**src/hdl/utd_pkg.sv**
```systemverilog
// shared types, constants and helpers of the utf-8 to utf-16 decoder
`default_nettype none

package utd_pkg;

    localparam int QUEUE_DEPTH = 4;

    localparam logic [15:0] REPLACEMENT_UNIT = 16'hFFFD;
    localparam logic [20:0] SUPPLEMENTARY_BASE = 21'h10000;
    localparam logic [15:0] HIGH_SURROGATE_BASE = 16'hD800;
    localparam logic [15:0] LOW_SURROGATE_BASE = 16'hDC00;

    // lead byte length codes
    localparam logic [2:0] LEAD_BAD = 3'd0;
    localparam logic [2:0] LEAD_ONE = 3'd1;
    localparam logic [2:0] LEAD_TWO = 3'd2;
    localparam logic [2:0] LEAD_THREE = 3'd3;
    localparam logic [2:0] LEAD_FOUR = 3'd4;

    // up to three code units produced by one byte, first unit in slot 0
    typedef struct packed {
        logic [2:0][15:0] units;
        logic [1:0]       n;
        logic             eob;
    } job_t;

    typedef struct packed {
        logic valid;
        job_t job;
    } push_t;

    function automatic logic [2:0] lead_len(input logic [7:0] c);
        logic [2:0] k;
        if (c[7] == 1'b0)
        begin
            k = LEAD_ONE;
        end
        else if ((c & 8'hE0) == 8'hC0)
        begin
            k = LEAD_TWO;
        end
        else if ((c & 8'hF0) == 8'hE0)
        begin
            k = LEAD_THREE;
        end
        else if ((c & 8'hF8) == 8'hF0)
        begin
            k = LEAD_FOUR;
        end
        else
        begin
            k = LEAD_BAD;
        end
        return k;
    endfunction

endpackage

`default_nettype wire

```
**src/hdl/utd_byte_if.sv**
```systemverilog
// byte channel of the decoder
`default_nettype none

interface utd_byte_if;
    logic       valid;
    logic       ready;
    logic [7:0] byte_in;
    logic       end_of_buffer;

    modport source (output valid, output byte_in, output end_of_buffer, input ready);
    modport sink (input valid, input byte_in, input end_of_buffer, output ready);
endinterface

`default_nettype wire

```
**src/hdl/utd_unit_if.sv**
```systemverilog
// code unit channel of the decoder
`default_nettype none

interface utd_unit_if;
    logic        valid;
    logic        ready;
    logic [15:0] code_unit;
    logic        end_of_run;
    logic        buffer_done;

    modport source (output valid, output code_unit, output end_of_run, output buffer_done,
                    input ready);
    modport sink (input valid, input code_unit, input end_of_run, input buffer_done,
                  output ready);
endinterface

`default_nettype wire

```
**src/hdl/utd_front.sv**
```systemverilog
// front end: sequence tracking and decoding of each byte into a job of code units
`default_nettype none

module utd_front (
    input  wire logic          clk,
    input  wire logic          rst_n,
    input  wire logic          accept,
    input  wire logic [7:0]    byte_in,
    input  wire logic          end_of_buffer,
    output utd_pkg::push_t     push
);
    import utd_pkg::*;

    logic [2:0][7:0] pend_reg, pend_next;
    logic [1:0]      pcnt_reg, pcnt_next;
    logic [2:0]      slen_reg, slen_next;

    logic [2:0]  b_len;
    logic [2:0]  p1_len;
    logic [20:0] cp;
    logic [20:0] v;
    logic [15:0] b_single;

    always_comb
    begin
        b_len = lead_len(byte_in);
        p1_len = lead_len(pend_reg[1]);
        b_single = (b_len == LEAD_ONE) ? {8'h00, byte_in} : REPLACEMENT_UNIT;

        // assemble the code point of a completed sequence
        case (slen_reg)
            LEAD_TWO:   cp = {10'b0, pend_reg[0][4:0], byte_in[5:0]};
            LEAD_THREE: cp = {5'b0, pend_reg[0][3:0], pend_reg[1][5:0], byte_in[5:0]};
            default:    cp = {pend_reg[0][2:0], pend_reg[1][5:0], pend_reg[2][5:0],
                              byte_in[5:0]};
        endcase
        v = cp - SUPPLEMENTARY_BASE;

        push = '0;
        pend_next = pend_reg;
        pcnt_next = pcnt_reg;
        slen_next = slen_reg;

        if (accept)
        begin
            if (slen_reg == LEAD_BAD)
            begin
                if (b_len == LEAD_ONE || b_len == LEAD_BAD || end_of_buffer)
                begin
                    push.valid = 1'b1;
                    push.job.units[0] = b_single;
                    push.job.n = 2'd1;
                end
                else
                begin
                    pend_next[0] = byte_in;
                    pcnt_next = 2'd1;
                    slen_next = b_len;
                end
            end
            else if ({1'b0, pcnt_reg} + 3'd1 == slen_reg)
            begin
                push.valid = 1'b1;
                if (cp[20:16] != 5'd0)
                begin
                    push.job.units[0] = HIGH_SURROGATE_BASE + {5'b0, v[20:10]};
                    push.job.units[1] = LOW_SURROGATE_BASE + {6'b0, v[9:0]};
                    push.job.n = 2'd2;
                end
                else
                begin
                    push.job.units[0] = cp[15:0];
                    push.job.n = 2'd1;
                end
                pcnt_next = 2'd0;
                slen_next = LEAD_BAD;
            end
            else if (end_of_buffer)
            begin
                // cut-off sequence: lead gives a replacement, the held tail is redone
                push.valid = 1'b1;
                push.job.units[0] = REPLACEMENT_UNIT;
                if (pcnt_reg == 2'd1)
                begin
                    push.job.units[1] = b_single;
                    push.job.n = 2'd2;
                end
                else if (p1_len == LEAD_TWO)
                begin
                    push.job.units[1] = {5'b0, pend_reg[1][4:0], byte_in[5:0]};
                    push.job.n = 2'd2;
                end
                else
                begin
                    push.job.units[1] = (p1_len == LEAD_ONE) ? {8'h00, pend_reg[1]}
                                                             : REPLACEMENT_UNIT;
                    push.job.units[2] = b_single;
                    push.job.n = 2'd3;
                end
            end
            else
            begin
                case (pcnt_reg)
                    2'd1:    pend_next[1] = byte_in;
                    default: pend_next[2] = byte_in;
                endcase
                pcnt_next = pcnt_reg + 2'd1;
            end

            if (end_of_buffer)
            begin
                pcnt_next = 2'd0;
                slen_next = LEAD_BAD;
            end
        end
        push.job.eob = end_of_buffer;
    end

    always_ff @(posedge clk or negedge rst_n)
    begin
        if (!rst_n)
        begin
            pcnt_reg <= 2'd0;
            slen_reg <= LEAD_BAD;
        end
        else
        begin
            pcnt_reg <= pcnt_next;
            slen_reg <= slen_next;
        end
    end

    always_ff @(posedge clk)
    begin
        pend_reg <= pend_next;
    end

endmodule

`default_nettype wire

```
**src/hdl/utd_queue.sv**
```systemverilog
// job queue between front and back
`default_nettype none

module utd_queue #(
    parameter int DEPTH = utd_pkg::QUEUE_DEPTH
) (
    input  wire logic          clk,
    input  wire logic          rst_n,
    input  wire utd_pkg::push_t push,
    output logic               full,
    input  wire logic          pop,
    output utd_pkg::job_t      head,
    output logic               empty
);
    import utd_pkg::*;

    localparam int PW = $clog2(DEPTH);
    localparam int CW = $clog2(DEPTH + 1);

    job_t          mem_reg [DEPTH];
    logic [PW-1:0] wr_ptr_reg, rd_ptr_reg;
    logic [CW-1:0] count_reg;

    logic do_push, do_pop;

    assign full = (count_reg == CW'(DEPTH));
    assign empty = (count_reg == '0);
    assign head = mem_reg[rd_ptr_reg];
    assign do_push = push.valid && !full;
    assign do_pop = pop && !empty;

    function automatic logic [PW-1:0] wrap_inc(input logic [PW-1:0] p);
        return (p == PW'(DEPTH - 1)) ? '0 : p + PW'(1);
    endfunction

    always_ff @(posedge clk or negedge rst_n)
    begin
        if (!rst_n)
        begin
            wr_ptr_reg <= '0;
            rd_ptr_reg <= '0;
            count_reg <= '0;
        end
        else
        begin
            if (do_push)
            begin
                wr_ptr_reg <= wrap_inc(wr_ptr_reg);
            end
            if (do_pop)
            begin
                rd_ptr_reg <= wrap_inc(rd_ptr_reg);
            end
            case ({do_push, do_pop})
                2'b10:   count_reg <= count_reg + CW'(1);
                2'b01:   count_reg <= count_reg - CW'(1);
                default: count_reg <= count_reg;
            endcase
        end
    end

    always_ff @(posedge clk)
    begin
        if (do_push)
        begin
            mem_reg[wr_ptr_reg] <= push.job;
        end
    end

endmodule

`default_nettype wire

```
**src/hdl/utd_back.sv**
```systemverilog
// back end: queue head to output register, one code unit per unstalled cycle
`default_nettype none

module utd_back (
    input  wire logic          clk,
    input  wire logic          rst_n,
    input  wire utd_pkg::job_t head,
    input  wire logic          empty,
    output logic               pop,
    utd_unit_if.source         units
);
    import utd_pkg::*;

    logic [1:0]  idx_reg, idx_next;
    logic        ovalid_reg, ovalid_next;
    logic [15:0] unit_reg, unit_next;
    logic        run_reg, run_next;
    logic        done_reg, done_next;

    logic load, last;

    assign load = !ovalid_reg || units.ready;
    assign last = (idx_reg == head.n - 2'd1);

    always_comb
    begin
        idx_next = idx_reg;
        ovalid_next = ovalid_reg;
        unit_next = unit_reg;
        run_next = run_reg;
        done_next = done_reg;
        pop = 1'b0;
        if (load)
        begin
            ovalid_next = !empty;
            if (!empty)
            begin
                case (idx_reg)
                    2'd0:    unit_next = head.units[0];
                    2'd1:    unit_next = head.units[1];
                    default: unit_next = head.units[2];
                endcase
                run_next = last;
                done_next = last && head.eob;
                if (last)
                begin
                    pop = 1'b1;
                    idx_next = 2'd0;
                end
                else
                begin
                    idx_next = idx_reg + 2'd1;
                end
            end
        end
    end

    always_ff @(posedge clk or negedge rst_n)
    begin
        if (!rst_n)
        begin
            idx_reg <= 2'd0;
            ovalid_reg <= 1'b0;
        end
        else
        begin
            idx_reg <= idx_next;
            ovalid_reg <= ovalid_next;
        end
    end

    always_ff @(posedge clk)
    begin
        unit_reg <= unit_next;
        run_reg <= run_next;
        done_reg <= done_next;
    end

    assign units.valid = ovalid_reg;
    assign units.code_unit = unit_reg;
    assign units.end_of_run = run_reg;
    assign units.buffer_done = done_reg;

endmodule

`default_nettype wire

```
**src/hdl/utf8_to_utf16_stream_decoder.sv**
```systemverilog
// top level of the utf-8 to utf-16 stream decoder
//
//  channel       dir  word                                        handshake
//  byte_stream   in   byte_in[7:0], end_of_buffer                 valid/ready
//  unit_stream   out  code_unit[15:0], end_of_run, buffer_done    valid/ready
//
// one byte is taken each cycle while the job queue has room; a byte costs
// zero to three code units, and the back end sends one code unit per cycle
// while a job waits and the output is accepted, so the back end sets the pace
// a code unit is registered in the queue, then in the output register
// asynchronous reset closes any open sequence and empties queue and output
// either side may stall alone: the queue soaks up QUEUE_DEPTH jobs
`default_nettype none

module utf8_to_utf16_stream_decoder #(
    parameter int QUEUE_DEPTH = utd_pkg::QUEUE_DEPTH
) (
    input  wire logic  clk,
    input  wire logic  rst_n,
    utd_byte_if.sink   byte_stream,
    utd_unit_if.source unit_stream
);
    import utd_pkg::*;

    push_t push;
    job_t  head;
    logic  full;
    logic  empty;
    logic  pop;
    logic  accept;

    // bytes flow in whenever the queue can take a job
    assign byte_stream.ready = !full;
    assign accept = byte_stream.valid && !full;

    // front: lead byte classification, held bytes, code point assembly
    utd_front u_front (
        .clk           (clk),
        .rst_n         (rst_n),
        .accept        (accept),
        .byte_in       (byte_stream.byte_in),
        .end_of_buffer (byte_stream.end_of_buffer),
        .push          (push)
    );

    // decoupling queue of decoded jobs
    utd_queue #(
        .DEPTH (QUEUE_DEPTH)
    ) u_queue (
        .clk   (clk),
        .rst_n (rst_n),
        .push  (push),
        .full  (full),
        .pop   (pop),
        .head  (head),
        .empty (empty)
    );

    // back: serialises each job into single code units with run flags
    utd_back u_back (
        .clk   (clk),
        .rst_n (rst_n),
        .head  (head),
        .empty (empty),
        .pop   (pop),
        .units (unit_stream)
    );

endmodule

`default_nettype wire

```
**src/flat_wrapper.sv**
```systemverilog
// flat-port wrapper written by rule: the top's interface ports become plain ports
module utf8_to_utf16_stream_decoder_flat import utd_pkg::*;
#(
    parameter int QUEUE_DEPTH = utd_pkg::QUEUE_DEPTH
)
  (clk, rst_n, byte_stream_valid, byte_stream_byte_in, byte_stream_end_of_buffer, byte_stream_ready, unit_stream_valid, unit_stream_code_unit, unit_stream_end_of_run, unit_stream_buffer_done, unit_stream_ready);
  utd_byte_if byte_stream_i ();
  utd_unit_if unit_stream_i ();
  input  wire logic clk;
  input  wire logic rst_n;
  input wire logic [$bits(byte_stream_i.valid)-1:0] byte_stream_valid;
  input wire logic [$bits(byte_stream_i.byte_in)-1:0] byte_stream_byte_in;
  input wire logic [$bits(byte_stream_i.end_of_buffer)-1:0] byte_stream_end_of_buffer;
  output wire logic [$bits(byte_stream_i.ready)-1:0] byte_stream_ready;
  output wire logic [$bits(unit_stream_i.valid)-1:0] unit_stream_valid;
  output wire logic [$bits(unit_stream_i.code_unit)-1:0] unit_stream_code_unit;
  output wire logic [$bits(unit_stream_i.end_of_run)-1:0] unit_stream_end_of_run;
  output wire logic [$bits(unit_stream_i.buffer_done)-1:0] unit_stream_buffer_done;
  input wire logic [$bits(unit_stream_i.ready)-1:0] unit_stream_ready;
  assign byte_stream_i.valid = byte_stream_valid;
  assign byte_stream_i.byte_in = byte_stream_byte_in;
  assign byte_stream_i.end_of_buffer = byte_stream_end_of_buffer;
  assign byte_stream_ready = byte_stream_i.ready;
  assign unit_stream_valid = unit_stream_i.valid;
  assign unit_stream_code_unit = unit_stream_i.code_unit;
  assign unit_stream_end_of_run = unit_stream_i.end_of_run;
  assign unit_stream_buffer_done = unit_stream_i.buffer_done;
  assign unit_stream_i.ready = unit_stream_ready;
  utf8_to_utf16_stream_decoder #(.QUEUE_DEPTH(QUEUE_DEPTH)) u_core (.clk(clk), .rst_n(rst_n), .byte_stream(byte_stream_i), .unit_stream(unit_stream_i));
endmodule
```
**config.mk**
```make
export PLATFORM = sky130hd
export DESIGN_NAME = utf8_to_utf16_stream_decoder_flat
export DESIGN_NICKNAME = d
export VERILOG_FILES = /design/src/hdl/utd_pkg.sv /design/src/hdl/utd_byte_if.sv /design/src/hdl/utd_unit_if.sv /design/src/hdl/utd_front.sv /design/src/hdl/utd_queue.sv /design/src/hdl/utd_back.sv /design/src/hdl/utf8_to_utf16_stream_decoder.sv /design/src/flat_wrapper.sv
export SDC_FILE = /design/constraint.sdc
export NUM_CORES = 1
export LEC_CHECK = 0
export BUFFER_PORTS_ARGS = -buffer_cell sky130_fd_sc_hd__buf_2
export CORE_MARGIN = 5
export CORE_UTILIZATION = 30
export DETAILED_ROUTE_END_ITERATION = 10
export PLACE_DENSITY = 0.42
export SYNTH_ARGS = -nofsm -noshare
export SYNTH_HDL_FRONTEND = slang
export SYNTH_SLANG_ARGS = --single-unit
```
**constraint.sdc**
```tcl
create_clock -name clk -period 3.4 [get_ports clk]
set_input_delay 0.68 -clock clk [delete_from_list [all_inputs] [get_ports clk]]
set_output_delay 0.68 -clock clk [all_outputs]
set_load 0.1 [all_outputs]
```
==> run_results.csv <==
group,metric,value,unit
clock_network,postCtsHoldBufs,0,
clock_network,numCtsBuffers,25,
global_routing,grt_max_degree,42,
logic_synthesis,ys_async_sr_fraction,0.0694,
route,drtPass1Iterations,4,
worst_setup_path,critPathLaunchType,"flop",
worst_setup_path,cp.arrival,3.03,ns
floorplan,rows,64,
route,drc,0,
timing,tightest_slew,0.909,ns
clock_network,post_cts_buffers,0,
clock_network,ctsResizeCount,0,
layout,layout_common_cells,"edfxtp_1, mux4_2, nand2_1, nor2_1, buf_2",
logic_synthesis,synth_cells,577,
worst_setup_path,path_cells,"ha_1 > xor2_1 > nand3_1 > nand4_1 > nand2b_1 > nor3b_1",
placed_design,globalplace.congestion,0.910,
logic_synthesis,ys_seq_area_frac,0.690,
global_routing,grt_pass1_wl,34200,um
timing,rsz0062_at_grt,"false",
clock_network,cts_tree,"yes",
floorplan,fp.dieW,186,um
layout,largest_reg_flops,164,
worst_setup_path,critPathCaptureType,"flop",
global_routing,grt-ovfl-total,0,
layout,layout_commonest_cell,"edfxtp_1",
timing,report.final.hold_viol_count,0,
timing,timing.final.crit_period,2.76,ns
clock_network,clkTransAtPathRegs,0.06,ns
global_routing,grt_use_total,0.131,
worst_setup_path,reg2regPathDepth,6,
logic_synthesis,ys_warn_count,0,
worst_setup_path,critPathKind,"flop to flop",
clock_network,cts_sinks,216,
logic_synthesis,synth_top_family_by_area,"multiplexers",
timing,setup_tns,0,ns
logic_synthesis,synth_top_area_share,0.649,
route,ant_nets,0,
logic_synthesis,synth_cell_types,58,
logic_synthesis,syn_area,9300,sq um
placed_design,dpl.hpwl,14900,um
timing,clock_skew,0.0130,ns
worst_setup_path,max_stage_delay,0.44,ns
logic_synthesis,ys_seq_elements,216,
status,status,"finished clean",
timing,setup_viol,0,
placed_design,pre_cts_slack,0.600,ns
timing,fmax,0.362,GHz
timing,post-route-period-util,0.813,
global_routing,grt_pass1_vias,5630,
route,viasPerCell,5.03,
power,p_per_area,1020,nW/um^2
logic_synthesis,synthTopCellsByArea,"edfxtp_1, mux4_2, dfrtp_1",
clock_network,clockBufferDepth,3,
layout,num-nets-final,654,
run,maxCapViolCount,0,
route,num_vias,5249,
floorplan,die_height,186,um
route,routed_wl,22400,um
logic_synthesis,syn_nets,602,
timing,report.final.slew_viol_count,0,
logic_synthesis,synth_fa_ha_area_frac,0.0170,
global_routing,antenna_found_initial,1,
floorplan,initial_core_util,0.304,
floorplan,io_pins,33,
layout,fillers,2936,
power,peakVddDrop,0.387,mV
min_path,holdCritPathClass,"input port to async pin",
layout,layout-drive-gt1-share,0.238,
logic_synthesis,synth_compound_area_frac,0.0775,
logic_synthesis,syn_avg_cell_area,16.1,sq um
power,leakage,0.00375,uW
placed_design,portBuffers,32,
logic_synthesis,synth_edf_count,201,
route,drt_iter0_markers,308,
worst_setup_path,crit_slowest_cell,"nand2b_1",
worst_setup_path,r2r_slack,0.64,ns
route,routedWlPerCell,21.5,um
layout,diodes,0,
power,power.total,11100,uW
timing,slew_headroom,0.392,
layout,areaGrowthSynthToFinish,17.1,%
logic_synthesis,synth_xor_area_frac,0.00929,
logic_synthesis,synthSimpleGateAreaFrac,0.0666,
clock_network,cts-root-buf,"clkbuf_16",
clock_network,clkLatencyLatePin,0.52,ns
worst_setup_path,reg2reg_from,"u_core.u_front.pcnt_reg[0]",
worst_setup_path,required,3.67,ns
clock_network,h-tree-depth,1,
worst_setup_path,r2r-end,"u_core.u_queue.mem_reg[0][36]",
floorplan,design.core.area,30600,sq um
logic_synthesis,yosys.area.top_type,"edfxtp_1",
logic_synthesis,muxShareOfSynthArea,0.118,
worst_setup_path,crit_fanout,11,
logic_synthesis,synth_flop_cell,"edfxtp_1",
floorplan,dieArea,34600,sq um
timing,worst_slack,0.637,ns
==> logic make-up after synthesis <==
kind of cell,count (synthesis)
buffers and inverters,49
xor gates and xnor gates,9
and+or+nand+nor,126
adders and majority gates,12
DFF,216
AOI/OAI and AO/OA,109
muxes,56
==> worst max-delay path, delay by kind of cell, from the launching register on <==
kind	cells	cell delay (ns)
flops	1	0.43
xor+xnor	1	0.19
fa+ha+maj	1	0.35
simple gates	4	1.55
==> cell type report <==
type | instances | area (sq um) | share of cell area
Tap cell | 396 | 495 | 0.0455
Timing Repair Buffer | 57 | 398 | 0.0366
Sequential cell | 216 | 6410 | 0.589
Clock buffer | 35 | 693 | 0.0637
Multi-Input combinational cell | 312 | 2690 | 0.247
Inverter | 17 | 63.8 | 0.00586
Clock inverter | 10 | 125 | 0.0115
==> power breakdown <==
group	total [uW]	switching, uW	internal, uW
registers	4180	219	3960
clock network	2630	990	1640
logic	4330	2890	1440
total	11100	4100	7040
==> worst max-delay path by stage <==
stage | start | to | slack, ns | depth (start not counted)
6_report | u_core.u_front.pcnt_reg[0] | u_core.u_queue.mem_reg[0][36] | 0.64 | 6
5_1_grt | u_core.u_front.pcnt_reg[0] | u_core.u_queue.mem_reg[0][36] | 0.40 | 6
4_1_cts | u_core.u_queue.rd_ptr_reg[0] | u_core.u_queue.count_reg[2] | 0.60 | 10
3_5_place_dp | byte_stream_byte_in[7] | u_core.u_queue.count_reg[2] | 0.60 | 10
3_3_place_gp | byte_stream_byte_in[5] | u_core.u_queue.mem_reg[0][9] | 0.63 | 7
2_1_floorplan | u_core.u_queue.count_reg[2] | u_core.u_queue.mem_reg[3][0] | 0.10 | 6
==> cells in the mapped netlist (all sizes together), types with 4 or more instances <==
cell       n
a21oi     28
a221o     12
a31oi      7
and2       6
and3       4
buf       14
clkbuf    18
dfrtp     15
edfxtp   201
ha        11
inv       17
mux2       7
mux2i      8
mux4      41
nand2     33
nand2b     5
nand3     10
nor2      34
nor2b     11
nor3      11
o21a       5
o21ai     23
o22ai      7
o2bb2ai    4
o31ai      5
xor2       6
==> metal layers <==
layer / up-vias / global-route usage / wire length, um
met3: 32 / 0.0238 / 1200
met1: 2701 / 0.183 / 10100
met5: - / 0 / 0
li1: 2377 / - / -
met4: 0 / 0.0391 / 586
met2: 139 / 0.210 / 10600
==> per-stage QoR <==
| stage | std cells | util | instance area, sq um | hold slack [ns] |
|---|---|---|---|---|
| 2_1_floorplan | 577 | - | 9300 | 0.384 |
| 3_3_place_gp | 998 | 0.329 | 10100 | 0.473 |
| 6_report | 1043 | 0.356 | 10900 | 0.0696 |
| 3_5_place_dp | 998 | 0.329 | 10100 | 0.486 |
| 5_1_grt | 1043 | 0.356 | 10900 | 0.0820 |
| 4_1_cts | 1043 | 0.356 | 10900 | 0.0598 |
No activity file was read; power rests on OpenSTA's default activity.
